`src/hw/rtl/b64cd_pkg.sv`:
```
// ----------------------------------------------------------------------------
// Base64 character decoder package
// Types, constants and the character-to-sextet mapping used by the decoder.
// ----------------------------------------------------------------------------
package b64cd_pkg;

    localparam int unsigned CHAR_W    = 8;
    localparam int unsigned SEXTET_W  = 6;
    localparam int unsigned GROUP_W   = 4 * SEXTET_W;   // 24 bits, three bytes
    localparam int unsigned ACCUM_W   = 3 * SEXTET_W;   // up to three held sextets
    localparam int unsigned LEN_W     = 16;

    localparam logic [LEN_W-1:0] MAX_LEN_RESET = 16'hFFFF;

    // ASCII codes of the character ranges.
    localparam logic [CHAR_W-1:0] CH_UPPER_A = 8'h41;
    localparam logic [CHAR_W-1:0] CH_UPPER_Z = 8'h5A;
    localparam logic [CHAR_W-1:0] CH_LOWER_A = 8'h61;
    localparam logic [CHAR_W-1:0] CH_LOWER_Z = 8'h7A;
    localparam logic [CHAR_W-1:0] CH_DIGIT_0 = 8'h30;
    localparam logic [CHAR_W-1:0] CH_DIGIT_9 = 8'h39;
    localparam logic [CHAR_W-1:0] CH_PLUS    = 8'h2B;
    localparam logic [CHAR_W-1:0] CH_SLASH   = 8'h2F;

    typedef logic [CHAR_W-1:0]   t_char;
    typedef logic [SEXTET_W-1:0] t_sextet;
    typedef logic [GROUP_W-1:0]  t_group;
    typedef logic [ACCUM_W-1:0]  t_accum;
    typedef logic [LEN_W-1:0]    t_len;

    // Maps one character to its 6-bit value; anything outside the alphabet,
    // the padding character included, maps to zero.
    function automatic t_sextet f_sextet(input t_char c);
        t_char v;
        v = '0;
        if (c >= CH_UPPER_A && c <= CH_UPPER_Z) begin
            v = c - CH_UPPER_A;
        end else if (c >= CH_LOWER_A && c <= CH_LOWER_Z) begin
            v = c - CH_LOWER_A + 8'd26;
        end else if (c >= CH_DIGIT_0 && c <= CH_DIGIT_9) begin
            v = c - CH_DIGIT_0 + 8'd52;
        end else if (c == CH_PLUS) begin
            v = 8'd62;
        end else if (c == CH_SLASH) begin
            v = 8'd63;
        end
        return v[SEXTET_W-1:0];
    endfunction

endpackage

```
`src/hw/rtl/base64_char_decoder_core.sv`:
```
// ----------------------------------------------------------------------------
// Base64 character decoder core
// Decodes a stream of Base64 characters into bytes with a per-string limit.
// ----------------------------------------------------------------------------
// The block takes one Base64 character per transaction on the slave stream
// and gives decoded bytes, one per transaction, on the master stream. Every
// four characters make a group of three bytes; characters outside the
// alphabet, padding included, count as the value zero. The character marked
// by tlast ends the string: an unfinished group is padded with zero values
// and flushed as three bytes, the last of which carries tlast. The number of
// bytes given per string is limited by the max_len register (reset 65535):
// the byte that reaches it carries both tlast and the truncated flag in
// tuser, and the remaining characters of that string, up to and including
// its tlast character, give nothing. A character is accepted in every cycle
// in steady state. Each finished group sits in a three-byte buffer that
// drains one byte per cycle, while the output side is ready, into the
// output register. A character that would complete or flush a group is
// held off while that buffer still holds bytes of the previous group;
// since four characters give three bytes this costs nothing at full rate
// with the output side ready. There is no clearing pass after reset.
// max_len is written on its own channel, which is always ready, and is
// to be changed only while the block is idle; the block does not enforce it.
module base64_char_decoder_core (
    input  logic                          i_clk,
    input  logic                          i_rst_n,
    // Configuration write channel: max_len.
    input  logic                          i_cfg_valid,
    output logic                          o_cfg_ready,
    input  logic [b64cd_pkg::LEN_W-1:0]   i_cfg_data,     // [15:0] max_len
    // Character stream.
    input  logic                          i_s_tvalid,
    output logic                          o_s_tready,
    input  logic [b64cd_pkg::CHAR_W-1:0]  i_s_tdata,      // [7:0] char_code
    input  logic                          i_s_tlast,      // last_char
    // Byte stream.
    output logic                          o_m_tvalid,
    input  logic                          i_m_tready,
    output logic [7:0]                    o_m_tdata,      // [7:0] data_byte
    output logic                          o_m_tlast,      // last_byte
    output logic [0:0]                    o_m_tuser       // [0] truncated
);

    // Decoder state for the current string.
    logic [1:0]          r_count, n_count;
    b64cd_pkg::t_accum   r_accum, n_accum;
    b64cd_pkg::t_len     r_given, n_given;
    logic                r_drop,  n_drop;
    b64cd_pkg::t_len     r_max_len;

    // Group buffer: up to three bytes waiting for the output register.
    logic [1:0]          r_pend_cnt, n_pend_cnt;
    b64cd_pkg::t_group   r_pend_word, n_pend_word;
    logic                r_pend_last, n_pend_last;
    logic                r_pend_trunc, n_pend_trunc;

    // Output register.
    logic                r_out_valid, n_out_valid;
    logic [7:0]          r_out_data, n_out_data;
    logic                r_out_last, n_out_last;
    logic                r_out_trunc, n_out_trunc;

    logic                w_in_acc;
    logic                w_gives;
    logic                w_move;
    b64cd_pkg::t_sextet  w_sextet;
    b64cd_pkg::t_group   w_word;
    logic                w_hit0, w_hit1, w_hit2, w_hit;

    assign o_cfg_ready = 1'b1;

    // A character gives bytes when it fills the group or ends the string,
    // unless the rest of a truncated string is being dropped.
    assign w_gives  = !r_drop && ((r_count == 2'd3) || i_s_tlast);
    // Tlast is part of the decision, so ready looks at it: only a character
    // that gives bytes needs the group buffer to be empty.
    assign o_s_tready = (r_pend_cnt == 2'd0) || r_drop
                        || ((r_count != 2'd3) && !i_s_tlast);
    assign w_in_acc = i_s_tvalid && o_s_tready;
    assign w_move   = (r_pend_cnt != 2'd0) && (!r_out_valid || i_m_tready);

    assign w_sextet = b64cd_pkg::f_sextet(i_s_tdata);

    // Place the new sextet and pad an unfinished group with zero values.
    always_comb begin
        case (r_count)
            2'd0:    w_word = {w_sextet, 18'd0};
            2'd1:    w_word = {r_accum[5:0], w_sextet, 12'd0};
            2'd2:    w_word = {r_accum[11:0], w_sextet, 6'd0};
            2'd3:    w_word = {r_accum, w_sextet};
            default: w_word = '0;
        endcase
    end

    // Compare the running byte count against the limit for each of the
    // three bytes of the group at once.
    assign w_hit0 = (r_given + 16'd1) == r_max_len;
    assign w_hit1 = (r_given + 16'd2) == r_max_len;
    assign w_hit2 = (r_given + 16'd3) == r_max_len;
    assign w_hit  = w_hit0 || w_hit1 || w_hit2;

    // Decoder state.
    always_comb begin
        n_count = r_count;
        n_accum = r_accum;
        n_given = r_given;
        n_drop  = r_drop;
        if (w_in_acc) begin
            if (r_drop) begin
                if (i_s_tlast) begin
                    n_count = '0;
                    n_accum = '0;
                    n_given = '0;
                    n_drop  = 1'b0;
                end
            end else if (!w_gives) begin
                n_count = r_count + 2'd1;
                n_accum = {r_accum[11:0], w_sextet};
            end else begin
                n_count = '0;
                n_accum = '0;
                if (w_hit || i_s_tlast) begin
                    n_given = '0;
                end else begin
                    n_given = r_given + 16'd3;
                end
                n_drop = w_hit && !i_s_tlast;
            end
        end
    end

    // Group buffer: loaded from a finished group, drained a byte at a time.
    always_comb begin
        n_pend_cnt   = r_pend_cnt;
        n_pend_word  = r_pend_word;
        n_pend_last  = r_pend_last;
        n_pend_trunc = r_pend_trunc;
        if (w_in_acc && w_gives) begin
            if (w_hit0) begin
                n_pend_cnt = 2'd1;
            end else if (w_hit1) begin
                n_pend_cnt = 2'd2;
            end else begin
                n_pend_cnt = 2'd3;
            end
            n_pend_word  = w_word;
            n_pend_last  = w_hit || i_s_tlast;
            n_pend_trunc = w_hit;
        end else if (w_move) begin
            n_pend_cnt  = r_pend_cnt - 2'd1;
            n_pend_word = {r_pend_word[15:0], 8'd0};
        end
    end

    // Output register: the flags belong to the final byte of the group only.
    always_comb begin
        n_out_valid = r_out_valid;
        n_out_data  = r_out_data;
        n_out_last  = r_out_last;
        n_out_trunc = r_out_trunc;
        if (w_move) begin
            n_out_valid = 1'b1;
            n_out_data  = r_pend_word[23:16];
            n_out_last  = (r_pend_cnt == 2'd1) && r_pend_last;
            n_out_trunc = (r_pend_cnt == 2'd1) && r_pend_trunc;
        end else if (i_m_tready) begin
            n_out_valid = 1'b0;
        end
    end

    always_ff @(posedge i_clk) begin
        if (!i_rst_n) begin
            r_count     <= '0;
            r_accum     <= '0;
            r_given     <= '0;
            r_drop      <= 1'b0;
            r_max_len   <= b64cd_pkg::MAX_LEN_RESET;
            r_pend_cnt  <= '0;
            r_out_valid <= 1'b0;
        end else begin
            r_count     <= n_count;
            r_accum     <= n_accum;
            r_given     <= n_given;
            r_drop      <= n_drop;
            r_pend_cnt  <= n_pend_cnt;
            r_out_valid <= n_out_valid;
            if (i_cfg_valid) begin
                r_max_len <= i_cfg_data;
            end
        end
    end

    always_ff @(posedge i_clk) begin
        r_pend_word  <= n_pend_word;
        r_pend_last  <= n_pend_last;
        r_pend_trunc <= n_pend_trunc;
        r_out_data   <= n_out_data;
        r_out_last   <= n_out_last;
        r_out_trunc  <= n_out_trunc;
    end

    assign o_m_tvalid   = r_out_valid;
    assign o_m_tdata    = r_out_data;
    assign o_m_tlast    = r_out_last;
    assign o_m_tuser[0] = r_out_trunc;

endmodule

```
`config.mk`:
```
export PLATFORM = sky130hd
export DESIGN_NAME = base64_char_decoder_core
export DESIGN_NICKNAME = d
export VERILOG_FILES = /design/src/hw/rtl/b64cd_pkg.sv /design/src/hw/rtl/base64_char_decoder_core.sv
export SDC_FILE = /design/constraint.sdc
export NUM_CORES = 1
export LEC_CHECK = 0
export BUFFER_PORTS_ARGS = -buffer_cell sky130_fd_sc_hd__buf_4
export CORE_MARGIN = 2
export CORE_UTILIZATION = 45
export DETAILED_ROUTE_END_ITERATION = 8
export PLACE_DENSITY = 0.68
export SETUP_SLACK_MARGIN = 0.4
export SYNTH_ARGS = -nofsm -noshare
export SYNTH_HDL_FRONTEND = slang
export SYNTH_SLANG_ARGS = --single-unit
```
`constraint.sdc`:
```
create_clock -name i_clk -period 2.9 [get_ports i_clk]
set_clock_uncertainty 0.2 [all_clocks]
set_input_delay 0.29 -clock i_clk [delete_from_list [all_inputs] [get_ports i_clk]]
set_output_delay 0.29 -clock i_clk [all_outputs]
set_load 0.01 [all_outputs]
```
Word level (Yosys, flattened, before mapping). Cells that the tools add are included.

Register bits: 92. Bits in latches: 0. RAM bits: 0. Memory bits (read-only): 0. Bits of input ports: 30. Output and inout bits: 13. Logic and storage cells: 96. Memories: 0.

Add/subtract/negate cells: 10. Multipliers: 0. Divide/modulo/power cells: 0. Magnitude comparators: 6. Eq/ne operators: 11. Shifts and indexed selects: 0. Multiplexer cells: 27. Bitwise operators: 0. Reduce and logical (&&, ||, !) cells: 29.

Operators with widths (count): $pmux 24 s4 (1); $mux 16 (4); $mux 18 (3); $eq 16x16->1 (3); $mux 24 (2); $add 16x2->16 const B (2); $mux 6 (5); $add 16x1->16 const B (1); $eq 8x6->1 const B (2); $ge 8x7->1 const B (2); $le 8x7->1 const B (2); $mux 2 (6); $sub 6x6->6 const B (2); $logic_and 1x1->1 (11); $ge 8x6->1 const B (1); $le 8x6->1 const B (1); $reduce_bool 2->1 (4); $logic_or 1x1->1 (7); $add 6x5->6 const B (1); $add 6x6->6 const B (1); $mux 1 (6); $sub 6x1->6 const B (1); $eq 2x1->1 const B (2); $eq 2x2->1 const B (2); 7 further kinds (11).

Depth between registers and ports, before layout. Gate-level depths: netlist of the first run.

Depth in word-level cells: 8. Mapped depth: 13. Mapped depth without buffers: 10.

Worst setup path after synthesis of the first run. No wires, ideal clock.

Path kind: reg2reg. Start point: register r_given[1]. End point: register r_pend_last (data pin). Library setup time: 0.252 ns. Arrival time: 2.474 ns. Required time: 2.448 ns. Slack: -0.026 ns. Cell stages (with the launch flop): 11. Buffers on the path: 2. Clock period less this slack: 2.926 ns. Path through: dfxtp_1 > ha_1 > a21oi_1 > or4_1 > buf_2 > o21a_1 > o211ai_2 > nor4_2 > nor4_4 > buf_4 > inv_1.

Cells in the longest elaborated chain, start to end: 5. Elaborated cells on any way between the ends: 9. Classes of those cells: add/sub (3); eq/ne (3); reduce/logical (3).

RTL lines: from (decl) (line base64_char_decoder_core.sv:46) `b64cd_pkg::t_len r_given, n_given;`; from (signal assigned) (line base64_char_decoder_core.sv:182) `r_given <= n_given;`; $add 16x1->16 / $add 16x2->16 (equally long branches) (line base64_char_decoder_core.sv:96, base64_char_decoder_core.sv:97); $eq 16x16->1, on equally long branches (line base64_char_decoder_core.sv:96, base64_char_decoder_core.sv:97); $logic_or 1x1->1 (line base64_char_decoder_core.sv:99) `assign w_hit = w_hit0 || w_hit1 || w_hit2;`; $logic_or 1x1->1 * (line base64_char_decoder_core.sv:99); $logic_or 1x1->1 * (line base64_char_decoder_core.sv:146) `n_pend_last = w_hit || i_s_tlast;`; to (signal assigned) (line base64_char_decoder_core.sv:194) `r_pend_last <= n_pend_last;`; to (decl) (line base64_char_decoder_core.sv:53) `logic r_pend_last, n_pend_last;`.

Every way passes the cells marked *; elsewhere a longest branch is shown, timed or not. A chain may end at the register's enable or synchronous reset.

Worst setup path in the final report of the first run.
Start point: register r_given[8]. End point: register r_given[4].

Cells in the longest elaborated chain, start to end: 8. Elaborated cells on any way between the ends: 12. Classes of those cells: add/sub (3); eq/ne (3); mux (3); reduce/logical (3).

RTL lines: $add 16x1->16 / $add 16x2->16 (equally long branches) (line base64_char_decoder_core.sv:96, base64_char_decoder_core.sv:97); $eq 16x16->1, on equally long branches (line base64_char_decoder_core.sv:96, base64_char_decoder_core.sv:97); $logic_or 1x1->1 (line base64_char_decoder_core.sv:99); $logic_or 1x1->1 * (line base64_char_decoder_core.sv:99); $logic_or 1x1->1 * (line base64_char_decoder_core.sv:121) `if (w_hit || i_s_tlast) begin`; $mux 16 * (line base64_char_decoder_core.sv:121); $mux 16 * (line base64_char_decoder_core.sv:115) `end else if (!w_gives) begin`; $mux 16 * (line base64_char_decoder_core.sv:108) `if (r_drop) begin`.

Every way passes the cells marked *; elsewhere a longest branch is shown, timed or not. The select of a mux whose other input is x is not followed.

==> impl_metrics.ini, run 1 <==
[synthesis]
syn_inst = 662
yosysMostFrequentCell = nand2_1
avgSynthCellArea_um2 = 8.68
yosysUniqueCellTypes = 70
synth_warnings = 0
synth_ff_type = dfxtp_1
synth-async-reset-ratio_pct = 0
synth_seq_cells = 92
synth_top_cell_area_share_pct = 19.5
ys_seq_area_share_pct = 38.3
synth_edf_count = 36
syn-num-nets = 713
synthTopCellsByCount = 81 x nand2_1, 56 x dfxtp_1, 49 x nor2_1, 40 x o21ai_0, 36 x edfxtp_1
synth_largest_area_cell = dfxtp_1
synthesis.area_mm2 = 0.00574
synth_area_leaders = dfxtp_1 20%, edfxtp_1 19%, nand2_1 5.3%, ha_1 4.6%, o21ai_0 3.5%

[clock_tree]
cts_tree = done
cts_buffers = 9
htreeDepth = 3
cts_root_buf = clkbuf_16
clk-insertion-delay-late_ps = 350
cts.sinks = 92
cts_buffer_depth = 2
clk_pin_slew_ps = 80

[detailed_routing]
route.detailed.drc = 0
vias = 5618
antenna_left = 0
wl_per_cell_um = 17.5
dr.pass1.iters = 6
routed_wl_mm = 16.7
drtIter0Drc = 560
via_per_inst = 5.90

[global_routing]
grt_pass1_vias = 5263
antenna_found_initial = 0
grt_util_all_layers_pct = 24.8
grt_overflow = 0
grt_max_degree = 26
grt_pass1_wl_mm = 26.1

[die]
fp.dieW_um = 117
placementRows = 41
die-area_mm2 = 0.0137
ioPinCount = 43
start_util_pct = 45.9
dieHeight_um = 117
core_area_mm2 = 0.0125

[timing]
finalCritPeriodShare_pct = 99.9
tightestPinTransition_ps = 670
period_minus_slack_ps = 2900
setup_viol = 0
fin_ws_ps = 1.99
drv_slew = 0
fmax_ghz = 0.345
max-slew-margin-rel_pct = 55.3
rsz0062_at_grt = yes
hold_viol = 0

[worst_setup_path]
worstSetupEndpointType = register
required_ps = 2980
arrival_ps = 2980
cp-start-kind = register
critPathMaxFanout = 6
path_class = register to register

[placement]
dp_hpwl_mm = 11.5
port_buffers = 41
post-place-ws_ps = -31.6
gp_congestion = 0.919

[run]
maxCapViolCount = 0

[finish]
num-nets-final = 826
n_fill_cell = 1077
antenna_cells = 0
seq_area_mm2 = 0.00223
multi_input_area_mm2 = 0.00362
area_delta_synth_final_pct = 34.4
utilization_pct = 61.6
drive_gt1_share_pct = 28.8

[hold_path]
hold_class = input port to register

[pwr]
p_leak_nw = 3.02
worst_ir_drop_vdd_mv = 0.416
power_density_mw_per_mm2 = 520

[status]
outcome = complete, no violations
worst max-delay path, cell delays in order, from the launching register on:
cell,delay [ps]
dfxtp_1,360
nand4_1,210
buf_4,200
buf_4,120
nor4_1,330
xor2_1,150
nand3_1,110
and4b_2,260
nor4_4,260
buf_6,180
buf_4,120
buf_6,120
nand3_1,80
o21ai_1,100
power breakdown:
group | internal (mW) | total (mW) | switching, mW | leakage, nW
Sequential | 1.75 | 1.85 | 0.0941 | 0.822
Clock | 0.602 | 1.16 | 0.554 | 0.138
Combinational | 0.426 | 1.01 | 0.587 | 2.06
registers in the layout, summed over array words and instances (netlist names):
| register | count |
|---|---|
| r_max_len | 16 |
| r_accum | 18 |
| r_count | 2 |
| r_pend_cnt | 2 |
| r_drop | 1 |
| o_m_tlast | 1 |
| r_pend_word | 24 |
| r_given | 16 |
| r_pend_trunc | 1 |
| o_m_tvalid | 1 |
| o_m_tdata | 8 |
| o_m_tuser | 1 |
| r_pend_last | 1 |
what timing repair did:
action / CTS / global route
setup endpoints to repair: 21 / 32
pin swaps: 25 / 32
setup buffers: 18 / 15
cloned: 3 / 0
hold endpoints to repair: 16 / 0
gates resized for setup: 40 / 50
hold buffers: 16 / 0
metrics by stage:
| stage | TNS [ps] | instance area (µm²) | hold slack, ps | total power, mW | std cells |
|---|---|---|---|---|---|
| finish | 0 | 7720 | 32.7 | 4.01 | 952 |
| floorplan | 0 | 5860 | 200 | 2.44 | 662 |
| global route | -1610 | 7720 | 36.0 | 4.23 | 952 |
| detailed placement | -31.6 | 6580 | 205 | 2.81 | 884 |
| global placement | 0 | 6580 | 200 | 2.78 | 884 |
| CTS | 0 | 7380 | 27.6 | 4.02 | 937 |
final cells by class:
class,instances,share of cell area (%)
clock inverter,7,0.859
inverter,24,1.20
multi-input combinational,500,46.9
tap,172,2.79
clock buffer,9,2.92
sequential,92,28.9
timing repair buffer,148,16.4
final timing paths:
check,depth (start not counted),startpoint,endpoint,slack [ps]
max,13,r_given[8]$_SDFFE_PN0P_,r_given[4]$_SDFFE_PN0P_,2
min,2,i_rst_n,r_max_len[1]$_SDFFE_PN1P_,30
max reg2reg,13,r_given[8]$_SDFFE_PN0P_,r_given[4]$_SDFFE_PN0P_,2
min reg2reg,0,r_pend_word[19]$_DFFE_PP_,o_m_tdata[3]$_DFFE_PP_,220
placed cells by master, fill, tap and decap left out, types with 4 or more instances in the layout:
cell type      netlist  final
a211oi_1             6      5
a21oi_1             17     13
a222oi_1            10     10
a22oi_1             25     23
a31oi_1              9      7
and2_1              12     10
and4_1               6      6
buf_4                4    114
buf_6                1     14
clkbuf_16            0      9
dfxtp_1             56     46
dfxtp_2              0      4
dfxtp_4              0      6
dlygate4sd3_1        0     16
edfxtp_1            36     36
ha_1                21     15
ha_4                 0      4
inv_1               23     19
mux2i_1             18     17
nand2_1             81     77
nand2b_1             7      4
nand3_1             34     31
nand4_1             15     15
nor2_1              49     46
nor2b_1              6      6
nor3_1              12      8
nor4_1               9      6
nor4_4               1      5
o211ai_1             7      7
o21ai_0             40     30
o21ai_1              1     10
or3_1                8      7
xnor2_1             22     19
xor2_1              14     13
metal layers:
layer	vias up	track usage, %	routed length (µm)
met3	29	5.20	1310
li1	2669	-	-
met5	-	0	0
met1	2668	33.8	7420
met4	0	9.80	317
met2	252	38.7	7660
cells by family (layout without fill, tap and decap cells):
family	Yosys count	in the layout	synth area share (%)
simple gates	262	262	23.2
compound gates	160	160	19.4
flops	92	92	38.3
buf+inv	70	188	5.21
xor+xnor	37	37	5.88
fa+ha+maj	21	21	4.58
mux	19	19	3.33
other cells	1	1	0.0653
(Power assumes the default switching activity.)
==> inputs of run 2 (changes only) <==
PLACE_DENSITY = 0.66   (was 0.68)
clock period = 3.2 ns   (was 2.9 ns; I/O delays follow)
==> run 2 against run 1 <==
Compared with the run above: worst setup slack better by 390 ps; first-iteration DRC count decreased by 13%; register-to-register slack better by 390 ps; core utilization is 5.0 points lower; total power shrank 8.4%; sequential power shrank 9%; sequential cell count did not move.
==> impl_metrics.ini, run 2 (synthesized netlist as in run 1, its figures left out) <==
[global_routing]
grt_util_all_layers_pct = 24.0
antenna_found_initial = 0
grt_max_degree = 26
grt_overflow = 0
grt_pass1_wl_mm = 25.2
grt_pass1_vias = 4850

[finish]
regMostFlops = r_pend_word
stdcell_count = 902
n_fill_cell = 1129
layout_commonest_cell = buf_4
antenna_cells = 0
drive_gt1_share_pct = 21.5
mostFrequentLayoutCells = 79 x buf_4, 78 x nand2_1, 48 x nor2_1
top_regs = r_pend_word x24, r_accum x18
largest_reg_flops = 24
num-nets-final = 776
area_delta_synth_final_pct = 23.5
utilization_pct = 56.7

[worst_setup_path]
arrival_ps = 2770
cpMaxStageDelayCell = or4b_1
worstSetupEndpointType = register
critPathMaxFanout = 9
slowest_delay_ps = 560
cp_cell_sequence = buf_12 > ha_4 > a21o_2 > a31oi_1 > o2111a_2 > o21ai_0 > or4b_1 > o311ai_2
cp-start-kind = register
critPathBufInv = 1
path_class = register to register
critPathTopFamily = compound AO/OA/AOI/OAI gates
required_ps = 3160

[clock_tree]
cts_buffer_depth = 2
clk-insertion-delay-late_ps = 360
clk_pin_slew_ps = 70
cts_tree = done
cts_buffers = 9
cts.sinks = 92
htreeDepth = 3
cts_root_buf = clkbuf_16

[die]
ioPinCount = 43
fp.dieW_um = 117
core_area_mm2 = 0.0125
die-area_mm2 = 0.0137
dieHeight_um = 117
placementRows = 41
start_util_pct = 45.9

[pwr]
sequentialPowerShare_pct = 45.6
worst_ir_drop_vdd_mv = 0.314
p_total_mw = 3.68
p_leak_nw = 2.60
p_int_mw = 2.57
power_density_mw_per_mm2 = 518
clkPwrFrac_pct = 30.4
comb_power_share_pct = 24.0
p_sw_mw = 1.11
switching_share_pct = 30.1

[timing]
rsz0062_at_grt = yes
hold_viol = 0
max-slew-margin-rel_pct = 47.8
tightestPinTransition_ps = 775
drv_slew = 0
setup_viol = 0
fmax_ghz = 0.356
finalCritPeriodShare_pct = 87.7
period_minus_slack_ps = 2810

[detailed_routing]
routed_wl_mm = 16.0
via_per_inst = 5.94
dr.pass1.iters = 6
route.detailed.drc = 0
vias = 5357
wl_per_cell_um = 17.8
drtIter0Drc = 487
antenna_left = 0

[run]
maxCapViolCount = 0

[placement]
place_inst = 862
port_buffers = 41
gp_congestion = 0.929
dp_hpwl_mm = 11.1

[status]
outcome = complete, no violations

[hold_path]
hold_class = input port to register
==> run 2: power by group through the flow <==
stage	Combinational, mW	Sequential [mW]	Clock [mW]
after global routing	0.984	1.70	1.18
after global placement	0.818	1.69	0
final	0.882	1.68	1.12
after CTS	0.865	1.68	1.14
after detailed placement	0.831	1.70	0
after floorplan	0.475	1.73	0
==> run 2: final cells by class <==
| class | instances | area (µm²) | share of cell area [%] |
|---|---|---|---|
| multi-input cells | 500 | 3460 | 48.8 |
| flip-flops and latches | 92 | 2220 | 31.3 |
| repair buffers | 98 | 798 | 11.3 |
| clock buffers | 10 | 229 | 3.23 |
| well taps | 172 | 215 | 3.03 |
| inverters | 24 | 90.1 | 1.27 |
| clock inverters | 6 | 80.1 | 1.13 |
==> run 2: final timing paths <==
path | start | cells past startpoint | endpoint | slack, ps
min | i_cfg_data[11] | 3 | r_max_len[11]$_SDFFE_PN1P_ | 5
max | r_given[1]$_SDFFE_PN0P_ | 8 | r_pend_trunc$_DFFE_PP_ | 390
min reg2reg | r_pend_word[18]$_DFFE_PP_ | 0 | o_m_tdata[2]$_DFFE_PP_ | 220
max reg2reg | r_given[1]$_SDFFE_PN0P_ | 8 | r_pend_trunc$_DFFE_PP_ | 390
==> run 2: per-stage QoR <==
step | hold WS, ps | area, µm² | TNS [ps] | setup WS (ps)
after floorplan | 200 | 5750 | 0 | 397
after detailed placement | 205 | 6310 | -159 | -53.7
final | 5.30 | 7090 | 0 | 395
after global placement | 201 | 6310 | -97.9 | -59.2
after global routing | 34.6 | 7090 | 0 | 304
after CTS | 2.50 | 6900 | 0 | 407
==> run 2: per-layer routing <==
layer | wire, µm | global-route usage (%) | vias up | part of all wire, %
li1 | - | - | 2567 | -
met1 | 7430 | 34.8 | 2542 | 46
met2 | 7190 | 35.8 | 224 | 45
met3 | 1080 | 5.05 | 24 | 6.7
met4 | 315 | 7.53 | 0 | 2.0
met5 | 0 | 0 | - | 0
==> run 2: what timing repair did <==
item | in CTS | in global routing
hold buffers | 14 | 0
setup buffers | 2 | 7
hold endpoints to repair | 14 | 0
pin swaps | 3 | 10
resized for setup | 29 | 39
cloned | 1 | 0
endpoints found under the setup margin | 22 | 25
==> run 2: worst register-to-register path: stages, from the launching register on <==
cell and delay (ps):
dfxtp_4 370, buf_12 130, ha_4 190, a21o_2 270
a31oi_1 240, o2111a_2 290, o21ai_0 80, or4b_1 560
o311ai_2 280
